### src/vpn_pkg.sv
// Shared types and constants of the vector norm unit.
`timescale 1ns / 1ps

package vpn_pkg;

    localparam int ELEM_W = 16;
    localparam int MAG_W  = 17;
    localparam int TERM_W = 31;
    localparam int ACC_W  = 48;
    localparam int NORM_W = 26;

    typedef logic [1:0] mode_t;

    localparam mode_t MODE_L1   = 2'd0;
    localparam mode_t MODE_L2   = 2'd1;
    localparam mode_t MODE_MAX  = 2'd2;
    localparam mode_t MODE_ZERO = 2'd3;

    localparam mode_t MODE_RESET = MODE_L2;

    localparam logic [ACC_W-1:0]  ACC_MAX  = {ACC_W{1'b1}};
    localparam logic [NORM_W-1:0] NORM_MAX = 26'd33554432;

    // One finished vector handed from the front to the back.
    typedef struct packed {
        mode_t            mode;
        logic [ACC_W-1:0] acc;
    } job_t;

endpackage

### src/vector_p_norm_unit.sv
// Top level of the streaming vector norm unit.
`timescale 1ns / 1ps

// Streams a vector of signed Q8.8 elements, one element per item with tlast on the final
// one, and returns one unsigned Q18.8 norm per vector: the sum of magnitudes (mode 0), the
// Euclidean norm (mode 1, floor of the integer root), the largest magnitude (mode 2) or
// zero (mode 3). The running sum saturates at 2^48-1 and the norm at 2^25, so long vectors
// are fine. The front end takes one element per cycle unless the queue is full, through
// a square stage and an accumulate stage. Finished vectors go through a two-entry queue
// to the back end, which forms modes 0, 2 and 3 directly and the Euclidean norm by a
// one-step-per-cycle square root over 24 steps, taking no new vector meanwhile. The mode
// is sampled per element; change it only while the unit is idle. cfg_ready is always high.
module vector_p_norm_unit
    import vpn_pkg::*;
(
    input  logic        aclk,
    input  logic        aresetn,
    input  logic        cfg_valid,
    output logic        cfg_ready,
    input  logic [1:0]  cfg_data,     // norm_mode
    input  logic        s_tvalid,
    output logic        s_tready,
    input  logic [15:0] s_tdata,      // [15:0] element
    input  logic        s_tlast,
    output logic        m_tvalid,
    input  logic        m_tready,
    output logic [31:0] m_tdata       // [25:0] norm, [31:26] zero
);

    logic              fq_valid;
    logic              fq_ready;
    job_t              fq_job;
    logic              qb_valid;
    logic              qb_ready;
    job_t              qb_job;
    logic [NORM_W-1:0] norm;

    vpn_front u_front (
        .aclk      (aclk),
        .aresetn   (aresetn),
        .cfg_valid (cfg_valid),
        .cfg_ready (cfg_ready),
        .cfg_data  (cfg_data),
        .s_tvalid  (s_tvalid),
        .s_tready  (s_tready),
        .s_tdata   (s_tdata),
        .s_tlast   (s_tlast),
        .job_valid (fq_valid),
        .job_ready (fq_ready),
        .job       (fq_job)
    );

    vpn_queue u_queue (
        .aclk      (aclk),
        .aresetn   (aresetn),
        .in_valid  (fq_valid),
        .in_ready  (fq_ready),
        .in_job    (fq_job),
        .out_valid (qb_valid),
        .out_ready (qb_ready),
        .out_job   (qb_job)
    );

    vpn_back u_back (
        .aclk      (aclk),
        .aresetn   (aresetn),
        .job_valid (qb_valid),
        .job_ready (qb_ready),
        .job       (qb_job),
        .m_tvalid  (m_tvalid),
        .m_tready  (m_tready),
        .m_norm    (norm)
    );

    assign m_tdata = {6'b0, norm};

endmodule

### src/vpn_front.sv
// Front end: takes elements, folds them into the accumulator, hands finished vectors on.
`timescale 1ns / 1ps

module vpn_front
    import vpn_pkg::*;
(
    input  logic              aclk,
    input  logic              aresetn,
    input  logic              cfg_valid,
    output logic              cfg_ready,
    input  logic [1:0]        cfg_data,
    input  logic              s_tvalid,
    output logic              s_tready,
    input  logic [ELEM_W-1:0] s_tdata,
    input  logic              s_tlast,
    output logic              job_valid,
    input  logic              job_ready,
    output job_t              job
);

    mode_t mode_reg;

    logic              st1_valid_reg;
    logic [TERM_W-1:0] st1_term_reg;
    mode_t             st1_mode_reg;
    logic              st1_last_reg;

    logic [ACC_W-1:0]  acc_reg;
    logic [ACC_W-1:0]  acc_fold;
    logic [ACC_W:0]    acc_sum;

    logic [MAG_W-1:0]   mag;
    logic [2*MAG_W-1:0] square;
    logic [TERM_W-1:0]  term;
    logic               st1_advance;
    logic               s_accept;

    assign cfg_ready = 1'b1;

    always_ff @(posedge aclk) begin
        if (!aresetn) begin
            mode_reg <= MODE_RESET;
        end else if (cfg_valid && cfg_ready) begin
            mode_reg <= cfg_data;
        end
    end

    // Magnitude of a Q8.8 value; the most negative code maps to 128.0 without wrap.
    always_comb begin
        if (s_tdata[ELEM_W-1]) begin
            mag = 17'h10000 - {1'b0, s_tdata};
        end else begin
            mag = {1'b0, s_tdata};
        end
        square = {{MAG_W{1'b0}}, mag} * {{MAG_W{1'b0}}, mag};
        if (mode_reg == MODE_L2) begin
            term = square[TERM_W-1:0];
        end else begin
            term = {{(TERM_W-MAG_W){1'b0}}, mag};
        end
    end

    assign st1_advance = st1_valid_reg && (!st1_last_reg || job_ready);
    assign s_tready    = !st1_valid_reg || st1_advance;
    assign s_accept    = s_tvalid && s_tready;

    always_ff @(posedge aclk) begin
        if (!aresetn) begin
            st1_valid_reg <= 1'b0;
        end else if (s_tready) begin
            st1_valid_reg <= s_tvalid;
        end
    end

    always_ff @(posedge aclk) begin
        if (s_accept) begin
            st1_term_reg <= term;
            st1_mode_reg <= mode_reg;
            st1_last_reg <= s_tlast;
        end
    end

    always_comb begin
        acc_sum  = {1'b0, acc_reg} + {{(ACC_W+1-TERM_W){1'b0}}, st1_term_reg};
        acc_fold = acc_reg;
        unique case (st1_mode_reg) inside
            MODE_L1, MODE_L2: begin
                acc_fold = acc_sum[ACC_W] ? ACC_MAX : acc_sum[ACC_W-1:0];
            end
            MODE_MAX: begin
                if ({{(ACC_W-TERM_W){1'b0}}, st1_term_reg} > acc_reg) begin
                    acc_fold = {{(ACC_W-TERM_W){1'b0}}, st1_term_reg};
                end
            end
            default: begin
                acc_fold = acc_reg;
            end
        endcase
    end

    // Drop the running sum once the last element has been handed on.
    always_ff @(posedge aclk) begin
        if (!aresetn) begin
            acc_reg <= '0;
        end else if (st1_advance) begin
            acc_reg <= st1_last_reg ? '0 : acc_fold;
        end
    end

    assign job_valid = st1_valid_reg && st1_last_reg;
    assign job.mode  = st1_mode_reg;
    assign job.acc   = acc_fold;

endmodule

### src/vpn_queue.sv
// Two-entry queue of finished vectors between front and back.
`timescale 1ns / 1ps

module vpn_queue
    import vpn_pkg::*;
(
    input  logic aclk,
    input  logic aresetn,
    input  logic in_valid,
    output logic in_ready,
    input  job_t in_job,
    output logic out_valid,
    input  logic out_ready,
    output job_t out_job
);

    job_t       entry_reg [2];
    logic       wr_ptr_reg;
    logic       rd_ptr_reg;
    logic [1:0] count_reg;
    logic       push;
    logic       pop;

    assign in_ready  = (count_reg != 2'd2);
    assign out_valid = (count_reg != 2'd0);
    assign out_job   = entry_reg[rd_ptr_reg];
    assign push      = in_valid && in_ready;
    assign pop       = out_valid && out_ready;

    always_ff @(posedge aclk) begin
        if (push) begin
            entry_reg[wr_ptr_reg] <= in_job;
        end
    end

    always_ff @(posedge aclk) begin
        if (!aresetn) begin
            wr_ptr_reg <= 1'b0;
            rd_ptr_reg <= 1'b0;
            count_reg  <= 2'd0;
        end else begin
            if (push) begin
                wr_ptr_reg <= ~wr_ptr_reg;
            end
            if (pop) begin
                rd_ptr_reg <= ~rd_ptr_reg;
            end
            case ({push, pop})
                2'b10:   count_reg <= count_reg + 2'd1;
                2'b01:   count_reg <= count_reg - 2'd1;
                default: count_reg <= count_reg;
            endcase
        end
    end

endmodule

### src/vpn_back.sv
// Back end: forms the norm of a queued vector, running the square root bit by bit.
`timescale 1ns / 1ps

module vpn_back
    import vpn_pkg::*;
(
    input  logic              aclk,
    input  logic              aresetn,
    input  logic              job_valid,
    output logic              job_ready,
    input  job_t              job,
    output logic              m_tvalid,
    input  logic              m_tready,
    output logic [NORM_W-1:0] m_norm
);

    localparam logic ST_IDLE = 1'b0;
    localparam logic ST_ROOT = 1'b1;

    logic              state_reg;
    logic              out_valid_reg;
    logic [NORM_W-1:0] out_norm_reg;

    logic [ACC_W-1:0] rem_reg;
    logic [ACC_W-1:0] res_reg;
    logic [ACC_W-1:0] bit_reg;
    logic [ACC_W-1:0] rem_next;
    logic [ACC_W-1:0] res_next;
    logic [ACC_W-1:0] bit_next;
    logic [ACC_W-1:0] trial;

    logic              out_free;
    logic              take;
    logic              root_done;
    logic [NORM_W-1:0] direct_norm;

    assign out_free  = !out_valid_reg || m_tready;
    assign job_ready = (state_reg == ST_IDLE) && out_free;
    assign take      = job_valid && job_ready;

    // One step of the restoring square root: each step yields one result bit from two radicand bits.
    always_comb begin
        trial    = res_reg + bit_reg;
        bit_next = bit_reg >> 2;
        if (rem_reg >= trial) begin
            rem_next = rem_reg - trial;
            res_next = (res_reg >> 1) + bit_reg;
        end else begin
            rem_next = rem_reg;
            res_next = res_reg >> 1;
        end
    end

    assign root_done = (state_reg == ST_ROOT) && (bit_next == '0);

    always_comb begin
        if (job.mode == MODE_ZERO) begin
            direct_norm = '0;
        end else if (job.acc > {{(ACC_W-NORM_W){1'b0}}, NORM_MAX}) begin
            direct_norm = NORM_MAX;
        end else begin
            direct_norm = job.acc[NORM_W-1:0];
        end
    end

    always_ff @(posedge aclk) begin
        if (!aresetn) begin
            state_reg <= ST_IDLE;
        end else begin
            unique case (state_reg)
                ST_IDLE: begin
                    if (take && job.mode == MODE_L2) begin
                        state_reg <= ST_ROOT;
                    end
                end
                ST_ROOT: begin
                    if (root_done) begin
                        state_reg <= ST_IDLE;
                    end
                end
                default: state_reg <= ST_IDLE;
            endcase
        end
    end

    always_ff @(posedge aclk) begin
        if (take) begin
            rem_reg <= job.acc;
            res_reg <= '0;
            bit_reg <= {2'b01, {(ACC_W-2){1'b0}}};
        end else if (state_reg == ST_ROOT) begin
            rem_reg <= rem_next;
            res_reg <= res_next;
            bit_reg <= bit_next;
        end
    end

    // The root of a 48-bit sum stays below 2^24, so it needs no clamp.
    always_ff @(posedge aclk) begin
        if (!aresetn) begin
            out_valid_reg <= 1'b0;
        end else if (take && job.mode != MODE_L2) begin
            out_valid_reg <= 1'b1;
        end else if (root_done) begin
            out_valid_reg <= 1'b1;
        end else if (m_tready) begin
            out_valid_reg <= 1'b0;
        end
    end

    always_ff @(posedge aclk) begin
        if (take && job.mode != MODE_L2) begin
            out_norm_reg <= direct_norm;
        end else if (root_done) begin
            out_norm_reg <= res_next[NORM_W-1:0];
        end
    end

    assign m_tvalid = out_valid_reg;
    assign m_norm   = out_norm_reg;

endmodule

### config.mk
export PLATFORM = sky130hd
export DESIGN_NAME = vector_p_norm_unit
export DESIGN_NICKNAME = d
export VERILOG_FILES = /design/src/vpn_pkg.sv /design/src/vector_p_norm_unit.sv /design/src/vpn_front.sv /design/src/vpn_queue.sv /design/src/vpn_back.sv
export SDC_FILE = /design/constraint.sdc
export NUM_CORES = 1
export LEC_CHECK = 0
export ABC_AREA = 1
export BUFFER_PORTS_ARGS = -buffer_cell sky130_fd_sc_hd__buf_2
export CORE_MARGIN = 4
export CORE_UTILIZATION = 50
export CTS_CLUSTER_DIAMETER = 30
export DETAILED_ROUTE_END_ITERATION = 7
export PLACE_DENSITY = 0.62
export SETUP_SLACK_MARGIN = 0.1
export SYNTH_ARGS = -nofsm -noshare
export SYNTH_HDL_FRONTEND = slang
export SYNTH_HIERARCHICAL = 1
export SYNTH_SLANG_ARGS = --single-unit
### constraint.sdc
create_clock -name aclk -period 8.8 [get_ports aclk]
set_input_delay 0.44 -clock aclk [delete_from_list [all_inputs] [get_ports aclk]]
set_output_delay 0.44 -clock aclk [all_outputs]
set_load 0.02 [all_outputs]
==> impl_metrics.ini <==
[yosys]
synth_edf_count = 208
yosysTopAreaCell = edfxtp_1
synthCells = 5202
synthTopCellsByArea = edfxtp_1, nand2_1, fa_1, inv_1, ha_1
synth_top_area_share_pct = 17.2
synth-main-ff-cell = edfxtp_1
ys.warnings.count = 6
async_flop_share_pct = 0
synth_area_um2 = 36300
ys_seq_area_share_pct = 24.4
avgSynthCellArea_um2 = 6.97
synth.most_common_cell = nand2_1
ys_seq_elements = 338
synthTopCellsByCount = nand2_1, inv_1, nor2_1
synth.distinct_cells = 62

[critical_path]
crit_slowest_cell = fa_1
path_class = primary input to flop
cp.arrival_ns = 7.83
critPathLaunchType = primary input
path_common_cell = fa_1
crit_fanout = 14
cp_slowest_stage_delay_ns = 0.54
cp-end-kind = flop
r2r_setup_slack_ns = 2.46
cp.required_ns = 9.20

[global_route]
grt_max_degree = 88
grt_pass1_wl_um = 198000
grt_use_total_pct = 33.3
gr-total-overflow = 0
antenna_found_initial = 4
grt_pass1_vias = 34300

[detailed_routing]
via_per_inst = 5.46
ant_nets = 0
routedWlPerCell_um = 20.5
route.vias.total = 34600
drt_iter0_drc = 2664
dr.pass1.iters = 6
drt-total-wl_um = 130000
drc = 0

[clock_tree]
cts_setup_buffers = 0
cts.path.max_buffers = 3
cts_tree = yes
ctsHoldBuffers = 2
cts_resized = 0
cts-root-buf = clkbuf_16
clk_pin_slew_ns = 0.04
clk_latency_ns = 0.65
cts_inserted_buffers = 101
htreeDepth = 3
clock_sinks = 338

[power_and_ir_drop]
leakage_nw = 19.4
vdd_drop_max_mv = 0.489
power_density_nw_per_um2 = 476

[floorplanning]
core-area_um2 = 71700
die_w_um = 277
io-pin-count = 59
die_area_um2 = 76900
start_util_pct = 50.6
std_cell_rows = 98
die_h_um = 277

[placed_design]
dp_hpwl_um = 104000
io_buffers = 51
placed_cells = 6140
place.gp.congestion = 0.973

[timing]
setup_viol = 0
slew_headroom_pct = 27.1
fmaxAchievable_ghz = 0.135
period_needed_ns = 7.42
finalMaxSlewViolations = 0
finalCritPeriodShare_pct = 84.4
fin_skew_ns = 0.0266
final-hold-violation-count = 0
setup_tns_ns = 0
rsz0062_at_grt = false
tightest_slew_ns = 1.09

[layout]
largest_reg_flops = 100
drive_gt1_share_pct = 7.82
fillers = 7071
fin_cells = 6335
final_nets = 5766
syn_to_final_growth_pct = 13.5

[hold_path]
hp-class = primary input to flop

[outcome]
run_status = finished, final reports clean

[job]
cap_violations = 0
-- area by class of cell --
class | count | area (um2) | area share (%)
antenna | 1 | 2.50 | 0.00608
clock buffer | 113 | 2640 | 6.42
clock inverter | 79 | 1090 | 2.66
inverter | 933 | 3500 | 8.50
multi-input combinational | 3840 | 23400 | 56.8
sequential | 338 | 8850 | 21.5
tap | 950 | 1190 | 2.89
timing repair buffer | 81 | 485 | 1.18
-- cells in the final DEF (no fill, tap or decap), types with 55 or more instances in the layout --
cell type / count
clkbuf_16: 101
o21bai_1: 55
inv_1: 900
ha_1: 254
nand3_1: 325
fa_1: 193
edfxtp_1: 208
nor2_1: 471
xor2_1: 81
nand2_1: 1410
o21ai_0: 276
dfxtp_1: 128
nand4_1: 101
a21oi_1: 257
-- report_power, final --
group | internal, W | switching [W] | leakage, nW | total (W)
sequential | 0.00248 | 0.000466 | 3.02 | 0.00294
clock | 0.00276 | 0.00119 | 1.78 | 0.00395
combinational | 0.00417 | 0.00854 | 14.6 | 0.0127
total | 0.00941 | 0.0102 | 19.4 | 0.0196
-- kinds of logic (layout without fill, tap and decap cells) --
group                    Yosys count  in the layout  share of synthesized area [%]
XOR/XNOR                         110            110                           2.68
AO/OA/AOI/OAI                    691            691                           10.6
flip-flops                       338            338                           24.4
other                              3             41                         0.0310
multiplexers                      50             50                           2.07
adder cells (fa/ha/maj)          447            447                           19.4
buffers and inverters           1061           1206                           11.6
AND/OR/NAND/NOR                 2502           2502                           29.2
-- per-stage QoR --
| step | worst slack (ns) | area [um2] | hold WS [ns] | utilization [%] | power, W |
|---|---|---|---|---|---|
| global route | 0.929 | 41200 | 0.0165 | 57.4 | 0.0215 |
| CTS | 1.53 | 41200 | 0.00324 | 57.4 | 0.0195 |
| detailed placement | 0.851 | 37400 | 0.483 | 52.2 | 0.0154 |
| finish | 1.38 | 41200 | 0.0406 | 57.4 | 0.0196 |
| floorplan | 1.86 | 36400 | 0.408 | - | 0.0117 |
| global placement | 0.977 | 37400 | 0.472 | 52.2 | 0.0154 |
-- worst paths after layout --
check	startpoint	end	cells after the start
min	cfg_data[1]	u_front/mode_reg[1]	3
max reg2reg	u_back/res_reg[38]	u_back/m_norm[1]	19
max	s_tdata[0]	u_front/st1_term_reg[26]	30
min reg2reg	u_queue/rd_ptr_reg	flop	2
-- critical path: cells and delay by family --
kind,cells,cell delay [ns]
buf+inv,7,0.98
fa+ha+maj,8,3.56
compound gates,6,1.26
simple gates,8,1.06
xor+xnor,1,0.50
-- layer usage --
metal | vias to the layer above | GRT usage (%) | wire length [um]
met3 | 318 | 4.92 | 7800
met5 | - | 0 | 13
met4 | 2 | 17.8 | 8170
met1 | 16300 | 40.8 | 52100
li1 | 16800 | - | -
met2 | 1191 | 56.7 | 61900
Power figures use the tool's default switching activity.
